File: src/sv/assert_macros.svh
// Assertion macros for the score event note decoder.
// Included by the RTL modules that check their own pipeline.
`ifndef ASSERT_MACROS_SVH
`define ASSERT_MACROS_SVH
`ifndef SYNTHESIS
// same-cycle implication, disabled in reset
`define SENDEC_ASSERT_IMPL(lbl, clk, rst_n, ante, cons) \
    lbl: assert property (@(posedge clk) disable iff (!rst_n) (ante) |-> (cons)) \
        else $error("sendec assertion failed");
// next-cycle implication, disabled in reset
`define SENDEC_ASSERT_NEXT(lbl, clk, rst_n, ante, cons) \
    lbl: assert property (@(posedge clk) disable iff (!rst_n) (ante) |=> (cons)) \
        else $error("sendec assertion failed");
`else
`define SENDEC_ASSERT_IMPL(lbl, clk, rst_n, ante, cons)
`define SENDEC_ASSERT_NEXT(lbl, clk, rst_n, ante, cons)
`endif
`endif

File: src/sv/sendec_pkg.sv
// Package for the score event note decoder: widths, event codes,
// duration table, pipeline structs. No dependencies.
package sendec_pkg;

    localparam int CHANNELS       = 4;
    localparam int DURATION_CODES = 64;

    localparam int CH_W      = 2;
    localparam int ID_W      = 8;
    localparam int DATA_W    = 8;
    localparam int SEMI_W    = 4;
    localparam int SLOT_W    = 8;
    localparam int VOL_W     = 8;
    localparam int SEC_W     = 13;
    localparam int MICRO_W   = 20;
    localparam int TEMPO_W   = 14;
    localparam int ICOUNT_W  = 4;
    localparam int IMAP_W    = 24;
    localparam int INSTR_W   = 3;
    localparam int BASE_W    = 16;
    localparam int PROD_W    = BASE_W + TEMPO_W;
    localparam int DUR_W     = 32;
    localparam int CFG_IDX_W = 2;
    localparam int CFG_DATA_W = IMAP_W;

    localparam logic [ID_W-1:0]  ID_REST   = 8'd128;
    localparam logic [ID_W-1:0]  ID_INSTR  = 8'd129;
    localparam logic [ID_W-1:0]  ID_VOLUME = 8'd132;
    localparam logic [6:0]       REST_NOTE = 7'd90;
    localparam logic [VOL_W-1:0] VOLUME_RESET = 8'd60;
    localparam logic [TEMPO_W-1:0] TEMPO_RESET = 14'd1;

    // note / 12 as (note * 171) >> 11, exact for notes up to 127
    localparam logic [7:0] OCT_RECIP = 8'd171;
    localparam int         OCT_SHIFT = 11;

    // x / 1e6 as ((x >> 6) * 17179) >> 28, low by at most one
    localparam logic [DUR_W-1:0]   MICRO_PER_SEC = 32'd1000000;
    localparam logic [14:0]        SEC_RECIP     = 15'd17179;
    localparam int                 SEC_PRE_SHIFT = 6;
    localparam int                 SEC_SHIFT     = 28;
    localparam logic [SEC_W-1:0]   MAX_SECONDS   = 13'd4294;

    typedef enum logic [CFG_IDX_W-1:0] {
        CFG_TEMPO       = 2'd0,
        CFG_INSTR_COUNT = 2'd1,
        CFG_INSTR_MAP   = 2'd2
    } t_cfg_idx;

    localparam logic [BASE_W-1:0] BASE_DUR [DURATION_CODES] = '{
        16'd26880, 16'd13440, 16'd6720,  16'd3360,  16'd1680, 16'd840,  16'd420, 16'd210,
        16'd40320, 16'd20160, 16'd10080, 16'd5040,  16'd2520, 16'd1260, 16'd630, 16'd315,
        16'd17920, 16'd8960,  16'd4480,  16'd2240,  16'd1120, 16'd560,  16'd280, 16'd140,
        16'd26880, 16'd13440, 16'd6720,  16'd3360,  16'd1680, 16'd840,  16'd420, 16'd210,
        16'd21504, 16'd10752, 16'd5376,  16'd2688,  16'd1344, 16'd672,  16'd336, 16'd168,
        16'd32256, 16'd16128, 16'd8064,  16'd4032,  16'd2016, 16'd1008, 16'd504, 16'd252,
        16'd23040, 16'd11520, 16'd5760,  16'd2880,  16'd1440, 16'd720,  16'd360, 16'd180,
        16'd34560, 16'd17280, 16'd8640,  16'd4320,  16'd2160, 16'd1080, 16'd540, 16'd270
    };

    typedef struct packed {
        logic              advance;
        logic              valid;
    } t_pipe_ctl;

    typedef struct packed {
        logic [CH_W-1:0]   ch;
        logic [SEMI_W-1:0] semitone;
        logic [SLOT_W-1:0] slot;
        logic [VOL_W-1:0]  volume;
        logic [DUR_W-1:0]  total;
        logic              last;
    } t_note_req;

    typedef struct packed {
        logic [CH_W-1:0]    ch;
        logic [SEMI_W-1:0]  semitone;
        logic [SLOT_W-1:0]  slot;
        logic [VOL_W-1:0]   volume;
        logic [SEC_W-1:0]   seconds;
        logic [MICRO_W-1:0] micro;
        logic               last;
    } t_note_res;

endpackage

File: src/sv/sendec_event_if.sv
// Request channel carrying one score event per transfer.
// Depends on sendec_pkg.
interface sendec_event_if;
    import sendec_pkg::*;

    logic              valid;
    logic              ready;
    logic [CH_W-1:0]   channel;
    logic [ID_W-1:0]   event_id;
    logic [DATA_W-1:0] event_data;
    logic              last_in_track;

    modport source (output valid, channel, event_id, event_data, last_in_track,
                    input ready);
    modport sink   (input valid, channel, event_id, event_data, last_in_track,
                    output ready);
endinterface

File: src/sv/sendec_note_if.sv
// Result channel carrying one decoded note per transfer.
// Depends on sendec_pkg.
interface sendec_note_if;
    import sendec_pkg::*;

    logic               valid;
    logic               ready;
    logic [CH_W-1:0]    out_channel;
    logic [SEMI_W-1:0]  semitone;
    logic [SLOT_W-1:0]  sample_slot;
    logic [VOL_W-1:0]   note_volume;
    logic [SEC_W-1:0]   duration_seconds;
    logic [MICRO_W-1:0] duration_micro;
    logic               track_done;

    modport source (output valid, out_channel, semitone, sample_slot, note_volume,
                    duration_seconds, duration_micro, track_done,
                    input ready);
    modport sink   (input valid, out_channel, semitone, sample_slot, note_volume,
                    duration_seconds, duration_micro, track_done,
                    output ready);
endinterface

File: src/sv/score_event_note_decoder_unit.sv
// Score event note decoder, top level: four-channel note/tie state and
// result pipeline. Depends on sendec_pkg, sendec_event_if, sendec_note_if,
// sendec_time_split and assert_macros.svh.
//
// Takes one score event per clock unless the pipeline holds, and returns one
// decoded note when a note or rest ends its tie chain; control events and open
// ties give no result. Stages: input register, duration multiply and note
// split, channel state update with saturating accumulate, then a three-step
// seconds split (reciprocal multiply, back multiply, correction). The whole
// pipeline holds while a result waits at the output; i_evt.ready is low
// exactly then. Configuration is written through i_cfg_we/i_cfg_idx/
// i_cfg_data while the block is idle; index 3 is ignored.
`include "assert_macros.svh"

module score_event_note_decoder_unit (
    input  logic                             i_clk,
    input  logic                             i_rst_n,
    input  logic                             i_cfg_we,
    input  logic [sendec_pkg::CFG_IDX_W-1:0] i_cfg_idx,
    input  logic [sendec_pkg::CFG_DATA_W-1:0] i_cfg_data,
    sendec_event_if.sink                     i_evt,
    sendec_note_if.source                    o_note
);
    import sendec_pkg::*;

    // configuration
    logic [TEMPO_W-1:0]  r_tempo;
    logic [ICOUNT_W-1:0] r_icount;
    logic [IMAP_W-1:0]   r_imap;

    always_ff @(posedge i_clk) begin
        if (!i_rst_n) begin
            r_tempo  <= TEMPO_RESET;
            r_icount <= '0;
            r_imap   <= '0;
        end else if (i_cfg_we) begin
            unique case (t_cfg_idx'(i_cfg_idx))
                CFG_TEMPO:       r_tempo  <= i_cfg_data[TEMPO_W-1:0];
                CFG_INSTR_COUNT: r_icount <= i_cfg_data[ICOUNT_W-1:0];
                CFG_INSTR_MAP:   r_imap   <= i_cfg_data[IMAP_W-1:0];
                default: ;
            endcase
        end
    end

    logic      advance;
    logic      res_valid;
    t_note_res res;

    assign advance     = !res_valid || o_note.ready;
    assign i_evt.ready = advance;

    // stage 0: input register
    logic              r_s0_valid;
    logic [CH_W-1:0]   r_s0_ch;
    logic [ID_W-1:0]   r_s0_id;
    logic [DATA_W-1:0] r_s0_data;
    logic              r_s0_last;

    always_ff @(posedge i_clk) begin
        if (!i_rst_n) begin
            r_s0_valid <= 1'b0;
        end else if (advance) begin
            r_s0_valid <= i_evt.valid;
        end
    end

    always_ff @(posedge i_clk) begin
        if (advance) begin
            r_s0_ch   <= i_evt.channel;
            r_s0_id   <= i_evt.event_id;
            r_s0_data <= i_evt.event_data;
            r_s0_last <= i_evt.last_in_track;
        end
    end

    // stage 0 logic: duration product, octave and semitone
    logic [PROD_W-1:0] s0_prod;
    logic [6:0]        s0_note;
    logic [14:0]       s0_oct_prod;
    logic [3:0]        s0_oct;
    logic [6:0]        s0_oct12;
    logic [6:0]        s0_semi_full;
    logic [SLOT_W-1:0] s0_slot_base;

    assign s0_prod      = PROD_W'(BASE_DUR[r_s0_data[5:0]]) * PROD_W'(r_tempo);
    assign s0_note      = (r_s0_id == ID_REST) ? REST_NOTE : r_s0_id[6:0];
    assign s0_oct_prod  = 15'(s0_note) * 15'(OCT_RECIP);
    assign s0_oct       = s0_oct_prod[OCT_SHIFT +: 4];
    assign s0_oct12     = 7'(s0_oct) * 7'd12;
    assign s0_semi_full = s0_note - s0_oct12;
    assign s0_slot_base = (8'd9 - 8'(s0_oct)) << 1;

    // stage 1: state update
    logic              r_s1_valid;
    logic [CH_W-1:0]   r_s1_ch;
    logic [ID_W-1:0]   r_s1_id;
    logic [DATA_W-1:0] r_s1_data;
    logic              r_s1_last;
    logic [PROD_W-1:0] r_s1_prod;
    logic [SEMI_W-1:0] r_s1_semi;
    logic [SLOT_W-1:0] r_s1_slot_base;

    always_ff @(posedge i_clk) begin
        if (!i_rst_n) begin
            r_s1_valid <= 1'b0;
        end else if (advance) begin
            r_s1_valid <= r_s0_valid;
        end
    end

    always_ff @(posedge i_clk) begin
        if (advance) begin
            r_s1_ch        <= r_s0_ch;
            r_s1_id        <= r_s0_id;
            r_s1_data      <= r_s0_data;
            r_s1_last      <= r_s0_last;
            r_s1_prod      <= s0_prod;
            r_s1_semi      <= s0_semi_full[SEMI_W-1:0];
            r_s1_slot_base <= s0_slot_base;
        end
    end

    // per-channel state
    logic [INSTR_W-1:0] r_instr    [CHANNELS];
    logic [VOL_W-1:0]   r_vol      [CHANNELS];
    logic               r_tie      [CHANNELS];
    logic [DUR_W-1:0]   r_acc      [CHANNELS];
    logic [SEMI_W-1:0]  r_pend_semi[CHANNELS];
    logic [SLOT_W-1:0]  r_pend_slot[CHANNELS];
    logic [VOL_W-1:0]   r_pend_vol [CHANNELS];

    logic               ch_ok;
    logic               is_ctrl;
    logic               is_note;
    logic [DUR_W:0]     acc_sum;
    logic [INSTR_W-1:0] n_instr;
    logic [VOL_W-1:0]   n_vol;
    logic               n_tie;
    logic [DUR_W-1:0]   n_acc;
    logic [SEMI_W-1:0]  n_pend_semi;
    logic [SLOT_W-1:0]  n_pend_slot;
    logic [VOL_W-1:0]   n_pend_vol;
    logic               emit;
    t_note_req          req;

    assign ch_ok   = (int'(r_s1_ch) < CHANNELS);
    assign is_ctrl = (r_s1_id > ID_REST) || r_s1_data[7];
    assign is_note = !r_tie[r_s1_ch] && !is_ctrl;
    assign acc_sum = (DUR_W+1)'(r_acc[r_s1_ch]) + (DUR_W+1)'(r_s1_prod);

    always_comb begin
        n_instr     = r_instr[r_s1_ch];
        n_vol       = r_vol[r_s1_ch];
        n_tie       = r_tie[r_s1_ch];
        n_acc       = r_acc[r_s1_ch];
        n_pend_semi = r_pend_semi[r_s1_ch];
        n_pend_slot = r_pend_slot[r_s1_ch];
        n_pend_vol  = r_pend_vol[r_s1_ch];
        emit        = 1'b0;
        if (r_tie[r_s1_ch]) begin
            // tied follow-on: id not examined
            n_acc = acc_sum[DUR_W] ? '1 : acc_sum[DUR_W-1:0];
            emit  = !r_s1_data[6] || r_s1_last;
            n_tie = r_s1_data[6] && !r_s1_last;
        end else if (is_ctrl) begin
            if ((r_s1_id == ID_INSTR) && (r_s1_data < 8'(r_icount))
                    && (r_s1_data[7:3] == '0)) begin
                n_instr = r_imap[INSTR_W*r_s1_data[2:0] +: INSTR_W];
            end
            if (r_s1_id == ID_VOLUME) begin
                n_vol = r_s1_data;
            end
        end else begin
            n_pend_vol  = (r_s1_id == ID_REST) ? '0 : r_vol[r_s1_ch];
            n_pend_semi = r_s1_semi;
            n_pend_slot = r_s1_slot_base + {1'b0, r_instr[r_s1_ch], 4'b0000};
            n_acc       = DUR_W'(r_s1_prod);
            emit        = !r_s1_data[6] || r_s1_last;
            n_tie       = r_s1_data[6] && !r_s1_last;
        end
        req.ch       = r_s1_ch;
        req.semitone = n_pend_semi;
        req.slot     = n_pend_slot;
        req.volume   = n_pend_vol;
        req.total    = n_acc;
        req.last     = r_s1_last;
    end

    always_ff @(posedge i_clk) begin
        if (!i_rst_n) begin
            for (int i = 0; i < CHANNELS; i++) begin
                r_instr[i] <= '0;
                r_vol[i]   <= VOLUME_RESET;
                r_tie[i]   <= 1'b0;
                r_acc[i]   <= '0;
            end
        end else if (advance && r_s1_valid && ch_ok) begin
            r_instr[r_s1_ch] <= n_instr;
            r_vol[r_s1_ch]   <= n_vol;
            r_tie[r_s1_ch]   <= n_tie;
            r_acc[r_s1_ch]   <= n_acc;
        end
    end

    always_ff @(posedge i_clk) begin
        if (advance && r_s1_valid && ch_ok && is_note) begin
            r_pend_semi[r_s1_ch] <= n_pend_semi;
            r_pend_slot[r_s1_ch] <= n_pend_slot;
            r_pend_vol[r_s1_ch]  <= n_pend_vol;
        end
    end

    t_pipe_ctl split_ctl;

    assign split_ctl.advance = advance;
    assign split_ctl.valid   = r_s1_valid && ch_ok && emit;

    sendec_time_split u_split (
        .i_clk       (i_clk),
        .i_rst_n     (i_rst_n),
        .i_ctl       (split_ctl),
        .i_req       (req),
        .o_res_valid (res_valid),
        .o_res       (res)
    );

    assign o_note.valid            = res_valid;
    assign o_note.out_channel      = res.ch;
    assign o_note.semitone         = res.semitone;
    assign o_note.sample_slot      = res.slot;
    assign o_note.note_volume      = res.volume;
    assign o_note.duration_seconds = res.seconds;
    assign o_note.duration_micro   = res.micro;
    assign o_note.track_done       = res.last;

    `SENDEC_ASSERT_IMPL(a_micro_range, i_clk, i_rst_n, o_note.valid, o_note.duration_micro <= MICRO_PER_SEC[MICRO_W-1:0])
    `SENDEC_ASSERT_IMPL(a_sec_micro, i_clk, i_rst_n, o_note.valid && (o_note.duration_seconds != '0), o_note.duration_micro != '0)
    `SENDEC_ASSERT_IMPL(a_semi_range, i_clk, i_rst_n, o_note.valid, o_note.semitone < 4'd12)
    `SENDEC_ASSERT_NEXT(a_tie_closed, i_clk, i_rst_n, advance && r_s1_valid && ch_ok && r_s1_last, !r_tie[$past(r_s1_ch)])

endmodule

File: src/sv/sendec_time_split.sv
// Splits a note duration in microseconds into seconds and remainder.
// Reciprocal multiply, back-multiply, one correction; holds the output register.
// Depends on sendec_pkg and assert_macros.svh.
`include "assert_macros.svh"

module sendec_time_split (
    input  logic                  i_clk,
    input  logic                  i_rst_n,
    input  sendec_pkg::t_pipe_ctl i_ctl,
    input  sendec_pkg::t_note_req i_req,
    output logic                  o_res_valid,
    output sendec_pkg::t_note_res o_res
);
    import sendec_pkg::*;

    localparam int XS_W = DUR_W - SEC_PRE_SHIFT;
    localparam int QP_W = XS_W + 15;

    // stage A: request, minus-one value, big flag
    logic             r_a_valid;
    t_note_req        r_a_req;
    logic [DUR_W-1:0] r_a_x;
    logic             r_a_big;

    // stage B: seconds estimate
    logic             r_b_valid;
    t_note_req        r_b_req;
    logic [DUR_W-1:0] r_b_x;
    logic             r_b_big;
    logic [SEC_W-1:0] r_b_q0;

    // stage C: back product
    logic             r_c_valid;
    t_note_req        r_c_req;
    logic [DUR_W-1:0] r_c_x;
    logic             r_c_big;
    logic [SEC_W-1:0] r_c_q0;
    logic [DUR_W-1:0] r_c_prod;

    logic             r_out_valid;
    t_note_res        r_out;

    logic [QP_W-1:0]          q_prod;
    logic [SEC_W+MICRO_W-1:0] back_prod;
    logic [DUR_W-1:0]         rem_raw;
    logic [DUR_W-1:0]         rem_fix;
    logic [SEC_W-1:0]         q_fix;
    t_note_res                n_out;

    assign q_prod    = QP_W'(r_a_x[DUR_W-1:SEC_PRE_SHIFT]) * QP_W'(SEC_RECIP);
    assign back_prod = (SEC_W+MICRO_W)'(r_b_q0) * (SEC_W+MICRO_W)'(MICRO_PER_SEC);
    assign rem_raw   = r_c_x - r_c_prod;

    always_comb begin
        if (rem_raw >= MICRO_PER_SEC) begin
            rem_fix = rem_raw - MICRO_PER_SEC;
            q_fix   = r_c_q0 + SEC_W'(1);
        end else begin
            rem_fix = rem_raw;
            q_fix   = r_c_q0;
        end
        n_out.ch       = r_c_req.ch;
        n_out.semitone = r_c_req.semitone;
        n_out.slot     = r_c_req.slot;
        n_out.volume   = r_c_req.volume;
        n_out.last     = r_c_req.last;
        if (r_c_big) begin
            n_out.seconds = q_fix;
            n_out.micro   = rem_fix[MICRO_W-1:0] + MICRO_W'(1);
        end else begin
            n_out.seconds = '0;
            n_out.micro   = r_c_req.total[MICRO_W-1:0];
        end
    end

    always_ff @(posedge i_clk) begin
        if (!i_rst_n) begin
            r_a_valid   <= 1'b0;
            r_b_valid   <= 1'b0;
            r_c_valid   <= 1'b0;
            r_out_valid <= 1'b0;
        end else if (i_ctl.advance) begin
            r_a_valid   <= i_ctl.valid;
            r_b_valid   <= r_a_valid;
            r_c_valid   <= r_b_valid;
            r_out_valid <= r_c_valid;
        end
    end

    always_ff @(posedge i_clk) begin
        if (i_ctl.advance) begin
            r_a_req  <= i_req;
            r_a_x    <= i_req.total - DUR_W'(1);
            r_a_big  <= (i_req.total > MICRO_PER_SEC);
            r_b_req  <= r_a_req;
            r_b_x    <= r_a_x;
            r_b_big  <= r_a_big;
            r_b_q0   <= q_prod[SEC_SHIFT +: SEC_W];
            r_c_req  <= r_b_req;
            r_c_x    <= r_b_x;
            r_c_big  <= r_b_big;
            r_c_q0   <= r_b_q0;
            r_c_prod <= back_prod[DUR_W-1:0];
            r_out    <= n_out;
        end
    end

    assign o_res_valid = r_out_valid;
    assign o_res       = r_out;

    `SENDEC_ASSERT_IMPL(a_q0_range, i_clk, i_rst_n, r_b_valid && r_b_big, r_b_q0 <= MAX_SECONDS)
    `SENDEC_ASSERT_IMPL(a_rem_bound, i_clk, i_rst_n, r_c_valid && r_c_big, rem_raw < (MICRO_PER_SEC << 1))
    `SENDEC_ASSERT_NEXT(a_big_has_sec, i_clk, i_rst_n, r_c_valid && r_c_big && i_ctl.advance, r_out.seconds != '0)

endmodule

File: src/flat_wrapper.sv
// flat-port wrapper written by rule: the top's interface ports become plain ports
module score_event_note_decoder_unit_flat import sendec_pkg::*;
  (i_clk, i_rst_n, i_cfg_we, i_cfg_idx, i_cfg_data, i_evt_valid, i_evt_channel, i_evt_event_id, i_evt_event_data, i_evt_last_in_track, i_evt_ready, o_note_valid, o_note_out_channel, o_note_semitone, o_note_sample_slot, o_note_note_volume, o_note_duration_seconds, o_note_duration_micro, o_note_track_done, o_note_ready);
  sendec_event_if i_evt_i ();
  sendec_note_if o_note_i ();
  input  logic i_clk;
  input  logic i_rst_n;
  input  logic i_cfg_we;
  input  logic [sendec_pkg::CFG_IDX_W-1:0] i_cfg_idx;
  input  logic [sendec_pkg::CFG_DATA_W-1:0] i_cfg_data;
  input wire logic [$bits(i_evt_i.valid)-1:0] i_evt_valid;
  input wire logic [$bits(i_evt_i.channel)-1:0] i_evt_channel;
  input wire logic [$bits(i_evt_i.event_id)-1:0] i_evt_event_id;
  input wire logic [$bits(i_evt_i.event_data)-1:0] i_evt_event_data;
  input wire logic [$bits(i_evt_i.last_in_track)-1:0] i_evt_last_in_track;
  output wire logic [$bits(i_evt_i.ready)-1:0] i_evt_ready;
  output wire logic [$bits(o_note_i.valid)-1:0] o_note_valid;
  output wire logic [$bits(o_note_i.out_channel)-1:0] o_note_out_channel;
  output wire logic [$bits(o_note_i.semitone)-1:0] o_note_semitone;
  output wire logic [$bits(o_note_i.sample_slot)-1:0] o_note_sample_slot;
  output wire logic [$bits(o_note_i.note_volume)-1:0] o_note_note_volume;
  output wire logic [$bits(o_note_i.duration_seconds)-1:0] o_note_duration_seconds;
  output wire logic [$bits(o_note_i.duration_micro)-1:0] o_note_duration_micro;
  output wire logic [$bits(o_note_i.track_done)-1:0] o_note_track_done;
  input wire logic [$bits(o_note_i.ready)-1:0] o_note_ready;
  assign i_evt_i.valid = i_evt_valid;
  assign i_evt_i.channel = i_evt_channel;
  assign i_evt_i.event_id = i_evt_event_id;
  assign i_evt_i.event_data = i_evt_event_data;
  assign i_evt_i.last_in_track = i_evt_last_in_track;
  assign i_evt_ready = i_evt_i.ready;
  assign o_note_valid = o_note_i.valid;
  assign o_note_out_channel = o_note_i.out_channel;
  assign o_note_semitone = o_note_i.semitone;
  assign o_note_sample_slot = o_note_i.sample_slot;
  assign o_note_note_volume = o_note_i.note_volume;
  assign o_note_duration_seconds = o_note_i.duration_seconds;
  assign o_note_duration_micro = o_note_i.duration_micro;
  assign o_note_track_done = o_note_i.track_done;
  assign o_note_i.ready = o_note_ready;
  score_event_note_decoder_unit u_core (.i_clk(i_clk), .i_rst_n(i_rst_n), .i_cfg_we(i_cfg_we), .i_cfg_idx(i_cfg_idx), .i_cfg_data(i_cfg_data), .i_evt(i_evt_i), .o_note(o_note_i));
endmodule
File: config.mk
export PLATFORM = sky130hd
export DESIGN_NAME = score_event_note_decoder_unit_flat
export DESIGN_NICKNAME = d
export VERILOG_FILES = /design/src/sv/sendec_pkg.sv /design/src/sv/sendec_event_if.sv /design/src/sv/sendec_note_if.sv /design/src/sv/score_event_note_decoder_unit.sv /design/src/sv/sendec_time_split.sv /design/src/flat_wrapper.sv
export VERILOG_INCLUDE_DIRS = /design/src /design/src/sv
export SDC_FILE = /design/constraint.sdc
export NUM_CORES = 2
export LEC_CHECK = 0
export BUFFER_PORTS_ARGS = -buffer_cell sky130_fd_sc_hd__buf_2
export CAP_MARGIN = 40
export CORE_ASPECT_RATIO = 0.7
export CORE_MARGIN = 3
export CORE_UTILIZATION = 35
export DETAILED_ROUTE_END_ITERATION = 8
export GPL_TIMING_DRIVEN = 0
export PLACE_DENSITY = 0.5
export SKIP_LAST_GASP = 1
export SYNTH_ARGS = -nofsm -noshare
export SYNTH_HDL_FRONTEND = slang
export SYNTH_SLANG_ARGS = --single-unit
File: constraint.sdc
create_clock -name i_clk -period 51.7 [get_ports i_clk]
set_input_delay 5.17 -clock i_clk [delete_from_list [all_inputs] [get_ports i_clk]]
set_output_delay 5.17 -clock i_clk [all_outputs]
set_load 0.005 [all_outputs]
Word-level counts from Yosys, hierarchy flattened

Memories as Yosys holds them, arrays and structs flattened. A register that Yosys moved wholly into a read port is not among the register bits.
Cells that the tools add are included.

Bits in registers: 463
Bits in latches: 0
Memory bits (writable): 256
Bits in read-only memories: 1,024
Input bits: 50
Output and inout port bits: 58
Word-level logic and storage cells: 165
Memories: 8

Add/sub/neg operators: 9
Multipliers: 6
Div/mod/pow operators: 0
Order comparisons: 5
Eq/ne operators: 6
Shift operators: 1
Multiplexer cells: 51
Bitwise gates (word level): 1
Reductions and logical operators: 24

Memory list:

| memory             | depth | bits a word | read ports | clocked after memory_dff | write ports | RTL line                             | RTL |
|---|---|---|---|---|---|---|---|
| (name not given)   | 64    | 16          | 1          | 0                        | 0           | score_event_note_decoder_unit.sv:86  | `assign s0_prod = PROD_W'(BASE_DUR[r_s0_data[5:0]]) * PROD_W'(r_tempo);` |
| u_core.r_acc       | 4     | 32          | 1          | 1                        | 4           | score_event_note_decoder_unit.sv:128 | `logic [DUR_W-1:0] r_acc [CHANNELS];` |
| u_core.r_pend_slot | 4     | 8           | 1          | 1                        | 1           | score_event_note_decoder_unit.sv:130 | `logic [SLOT_W-1:0] r_pend_slot[CHANNELS];` |
| u_core.r_pend_vol  | 4     | 8           | 1          | 1                        | 1           | score_event_note_decoder_unit.sv:131 | `logic [VOL_W-1:0] r_pend_vol [CHANNELS];` |
| u_core.r_vol       | 4     | 8           | 1          | 1                        | 4           | score_event_note_decoder_unit.sv:126 | `logic [VOL_W-1:0] r_vol [CHANNELS];` |
| u_core.r_pend_semi | 4     | 4           | 1          | 1                        | 1           | score_event_note_decoder_unit.sv:129 | `logic [SEMI_W-1:0] r_pend_semi[CHANNELS];` |
| 2 more memories    | --    | --          | --         | --                       | --          | --                                   |  |

Operators with widths:

| kind                   | count |
|---|---|
| $mux 32                | 4 |
| $mux 8                 | 9 |
| $mul 26x15->41 const B | 1 |
| $mux 20                | 2 |
| $add 32x30->33         | 1 |
| $eq 8x8->1 const B     | 4 |
| $ge 32x20->1 const B   | 1 |
| $gt 32x20->1 const B   | 1 |
| $mux 16                | 2 |
| $reduce_or 32->1       | 1 |
| $sub 32x1->32 const B  | 1 |
| $sub 32x32->32         | 1 |
| $mul 16x14->30         | 1 |
| $mul 13x14->26 const B | 1 |
| $shiftx 24x6->3        | 1 |
| $mux 2                 | 11 |
| $add 20x1->20 const B  | 1 |
| $sub 20x20->20 const B | 1 |
| $mul 7x8->15 const B   | 1 |
| $mux 1                 | 15 |
| $add 13x1->13 const B  | 1 |
| $mux 13                | 1 |
| $mux 3                 | 4 |
| $add 8x7->8            | 1 |
| other kinds (21)       | 36 |

Depth between registers and ports, before layout

Depth in word-level cells: 8
Depth in mapped cells: 35
Gate-level depth less buffers: 33

Cells and area by module

From an unflattened synthesis, not the netlist that was laid out.

Cells, all modules: 4,273
Area total of the unflattened synthesis: 49,089.6 um2

Modules (own cells, without submodules):

| module                        | times used | cells an instance | area each (um2) | sequential area each (um2) |
|---|---|---|---|---|
| score_event_note_decoder_unit | 1          | 2,508             | 27,092.2        | 10,890.4 |
| sendec_time_split             | 1          | 1,765             | 21,997.3        | 10,079.7 |

Worst setup path before layout

Ideal clock, no wire load.

Path kind: input port to output port
Start point: input port o_note_ready
End point: output port i_evt_ready
Arrival time: 16.753 ns
Required time: 46.530 ns
Setup slack: 29.777 ns
Stages on the path: 4
Path buffers: 2
Cell sequence: nor2b_1 -> clkbuf_1 -> inv_1 -> clkbuf_1

Longest elaborated chain between the ends: 1

RTL lines:

| element            | RTL line                            | RTL |
|---|---|---|
| start: declaration | flat_wrapper.sv:25                  | `input wire logic [$bits(o_note_i.ready)-1:0] o_note_ready;` |
| $logic_or 1x1->1   | score_event_note_decoder_unit.sv:50 | `assign advance = !res_valid \|\| o_note.ready;` |
| end: declaration   | flat_wrapper.sv:16                  | `output wire logic [$bits(i_evt_i.ready)-1:0] i_evt_ready;` |

No other way between the ends.

Worst setup path after layout

Ends and elaborated chain as after synthesis.

==> flow_metrics.py <==
metrics = {
    "run_status": {
        "status": "finished clean",
    },
    "yosys": {
        "syn_nets": 5099,
        "seq_area_frac_synth": 0.429,
        "synth-edff-count": 663,
        "syn_area_um2": 48900,
        "ys.flop_type": "edfxtp_1",
        "yosysWarnings": 0,
        "synthArstFlopShare": 0,
        "synth.distinct_cells": 96,
        "avgSynthCellArea_um2": 11.4,
        "postSynthCellCount": 4286,
        "ys_seq_elements": 716,
    },
    "timing": {
        "fin_crit_sh": 0.235,
        "post-route-min-period_ns": 12.16,
        "fmax_mhz": 82.2,
        "hold_viol": 0,
        "rsz0062_at_grt": "no",
        "setup_tns_ns": 0,
        "finalMaxSlewViolations": 0,
        "tightest_slew_ns": 0.940,
        "final.setup_skew_ns": 0.0380,
        "slew_headroom": 0.368,
        "setup_violations": 0,
    },
    "cts": {
        "cts.repair.resized": 0,
        "ctsHoldBuffers": 0,
        "cts_tree": "yes",
        "clk_path_buf_depth": 3,
        "clk_latency_ns": 0.69,
        "clk_pin_slew_ns": 0.06,
        "cts_made_buffers": 81,
        "clkSinkCount": 716,
        "postCtsSetupBuffers": 0,
        "htreeDepth": 3,
        "cts-root-buf": "clkbuf_16",
    },
    "die": {
        "die_h_um": 319,
        "ioPinCount": 108,
        "start_util": 0.353,
        "die_area_um2": 144000,
        "rows": 114,
        "core_um2": 139000,
        "die_w_um": 453,
    },
    "place": {
        "place.gp.congestion": 0.895,
        "port_buffers": 107,
        "hpwlAfterDp_um": 95700,
    },
    "grt": {
        "grt_usage": 0.172,
        "grt_pass1_wl_um": 192000,
        "grt_pass1_vias": 31200,
        "antenna_found_initial": 1,
        "overflow": 0,
        "grt_max_degree": 66,
    },
    "detailed_routing": {
        "vias": 32000,
        "drc": 0,
        "wl_per_cell_um": 19.2,
        "drt-total-wl_um": 124000,
        "detail-route-antenna-nets": 0,
        "drt_pass1_iterations": 6,
        "viasPerCell": 4.97,
        "drtIter0Drc": 2664,
    },
    "pwr": {
        "power_leakage_nw": 24.0,
        "vdd_ir_drop_max_uv": 128,
        "pwr_density_cell_nw_per_um2": 70.1,
    },
    "worst_setup_path": {
        "rrSetupSlack_ns": 41.78,
        "cpPeakStageDelay_ns": 0.39,
        "ff2ff_path_depth": 32,
        "end_kind": "output port",
        "critPathBufInv": 7,
        "setup.worst_path.class": "input pin to output port",
        "cp-start-kind": "input pin",
        "crit_slowest_cell": "clkbuf_4",
        "crit_chain": "buf_2, nor2b_1, clkbuf_1, inv_1, clkbuf_4, buf_16, buf_16, buf_2",
        "crit_family": "buffers and inverters",
        "crit_path_max_fanout": 51,
        "r2r-start": "u_core.r_s0_data[1]$_DFFE_PN_",
        "cp-endpoint": "i_evt_ready",
        "cp.depth": 8,
        "critPathArrivalTime_ns": 6.99,
        "critPathLaunch": "o_note_ready",
        "timing.rr.end": "u_core.r_s1_prod[28]$_DFFE_PN_",
        "required_ns": 46.53,
    },
    "min_path": {
        "hold_path_startpoint": "u_core.u_split.r_b_x[10]$_DFFE_PN_",
        "hold_class": "register to register",
    },
    "finish": {
        "area_delta_synth_final_pct": 12.4,
        "drive_gt1_frac": 0.0948,
        "fill_cells": 13500,
        "nets": 5329,
        "final_core_util": 0.397,
    },
    "job": {
        "cap_violations": 0,
    },
}
synth_stat cells, types with 10 or more instances:
| master | n | area, um^2 |
|---|---|---|
| or3_1 | 18 | 113 |
| and3_1 | 25 | 156 |
| xnor2_1 | 119 | 1040 |
| mux2i_1 | 23 | 230 |
| inv_1 | 618 | 2320 |
| nand3_1 | 60 | 300 |
| and2_1 | 122 | 763 |
| a31o_2 | 12 | 105 |
| a211o_1 | 11 | 96.3 |
| a21oi_1 | 135 | 676 |
| a31oi_1 | 22 | 138 |
| mux2_2 | 23 | 259 |
| o21ai_0 | 84 | 420 |
| nor3b_1 | 10 | 75.1 |
| ha_1 | 440 | 5510 |
| fa_1 | 323 | 6470 |
| nand2_1 | 417 | 1570 |
| buf_1 | 18 | 67.6 |
| or2_2 | 12 | 75.1 |
| o21a_1 | 17 | 128 |
| a21boi_0 | 43 | 323 |
| nand2b_1 | 29 | 181 |
| a22o_1 | 11 | 96.3 |
| o22ai_1 | 15 | 93.8 |
| mux4_2 | 76 | 1710 |
| nor4_1 | 19 | 119 |
| a211oi_1 | 21 | 158 |
| nand4_1 | 24 | 150 |
| o211ai_1 | 16 | 120 |
| o21bai_1 | 11 | 82.6 |
| dfxtp_1 | 53 | 1060 |
| clkbuf_1 | 118 | 443 |
| a21o_1 | 62 | 465 |
| nor3_1 | 58 | 290 |
| edfxtp_1 | 663 | 19900 |
| xor2_1 | 57 | 499 |
| nor2_1 | 322 | 1210 |
| o31ai_1 | 20 | 150 |
| nor2b_1 | 32 | 200 |
final cells by class:
cell class | count | area, um^2 | area share
multi-input cells | 2804 | 25100 | 0.456
inverters | 620 | 2330 | 0.0423
plain buffers | 146 | 582 | 0.0106
diodes | 1 | 2.50 | 0.0000455
clock buffers | 101 | 2150 | 0.0392
clock inverters | 46 | 518 | 0.00942
repair buffers | 147 | 1040 | 0.0189
well taps | 1856 | 2320 | 0.0422
flip-flops and latches | 716 | 21000 | 0.381
power breakdown:
group / total [W] / switching (W) / internal [W]
logic: 0.00238 / 0.00135 / 0.00103
clock network: 0.000579 / 0.000245 / 0.000335
registers: 0.000893 / 0.0000782 / 0.000815
how the worst min path moves through the flow:
stage / to / slack [ns] / cells after the start
floorplan: u_core.r_s1_data[6]$_DFFE_PN_ / 0.40 / 0
global route: u_core.u_split.r_c_req[15]$_DFFE_PN_ / 0.40 / 0
global placement: u_core.u_split.r_c_x[6]$_DFFE_PN_ / 0.40 / 0
finish: u_core.u_split.r_c_x[10]$_DFFE_PN_ / 0.39 / 0
CTS: u_core.u_split.r_c_x[10]$_DFFE_PN_ / 0.38 / 0
detailed placement: u_core.u_split.n_out[34]$_DFFE_PN_ / 0.40 / 0
through the flow:
stage / hold WS, ns / instance area, um^2 / setup slack [ns] / std cells / power [W]
2_1_floorplan: 0.400 / 48900 / 29.78 / 4286 / 0.00269
3_3_place_gp: 0.401 / 51800 / 21.34 / 6249 / 0.00326
3_5_place_dp: 0.405 / 52300 / 39.50 / 6288 / 0.00329
4_1_cts: 0.383 / 55000 / 39.50 / 6435 / 0.00390
5_1_grt: 0.397 / 55000 / 39.36 / 6436 / 0.00428
6_report: 0.390 / 55000 / 39.54 / 6437 / 0.00386
cells in the final DEF, fill, tap and decap left out, types with 14 or more instances in the layout:
cell type	count
dfxtp_1	53
clkinv_2	14
nand3_1	60
nor3_1	55
ha_1	440
clkbuf_1	134
xor2_1	57
fa_1	323
a211oi_1	21
inv_1	618
nor4_1	19
a21boi_0	43
edfxtp_1	663
nand4_1	24
o21ai_0	84
clkbuf_16	83
buf_1	19
xnor2_1	119
o22ai_1	15
nand2b_1	29
or3_1	18
mux2_2	23
buf_2	123
o21a_1	17
a21o_1	62
nor2_1	321
o31ai_1	20
a31oi_1	22
a21oi_1	135
mux2i_1	23
o211ai_1	16
and3_1	25
and2_1	122
mux4_2	76
nand2_1	413
nor2b_1	32
registers in the layout (all words and copies together), names as in the netlist, 24 cells and up, named ones only:
name,flops
u_core.r_pend_vol,32
u_core.u_split.o_res,56
u_core.u_split.r_a_x,32
u_core.r_pend_slot,32
u_core.u_split.r_b_x,32
u_core.r_s1_prod,30
u_core.u_split.r_a_req,43
u_core.u_split.r_c_x,32
u_core.r_imap,24
u_core.r_acc,128
u_core.r_vol,32
u_core.u_split.r_b_req,43
per-layer routing:
metal / global-route usage / up-vias / share of wire
met5: 0 / - / 0
met4: 0.0264 / 0 / 0.011
met3: 0.0424 / 95 / 0.072
met2: 0.230 / 768 / 0.39
met1: 0.280 / 15900 / 0.52
li1: - / 15200 / -
cells by family after synthesis:
| group | after synthesis | share of synthesized area |
|---|---|---|
| AO/OA/AOI/OAI | 563 | 0.0785 |
| multiplexers | 122 | 0.0450 |
| XOR/XNOR | 176 | 0.0315 |
| buffers and inverters | 766 | 0.0594 |
| AND/OR/NAND/NOR | 1180 | 0.112 |
| adder cells (fa/ha/maj) | 763 | 0.245 |
| flip-flops | 716 | 0.429 |
Note: power is estimated with default switching activity, not from simulation.
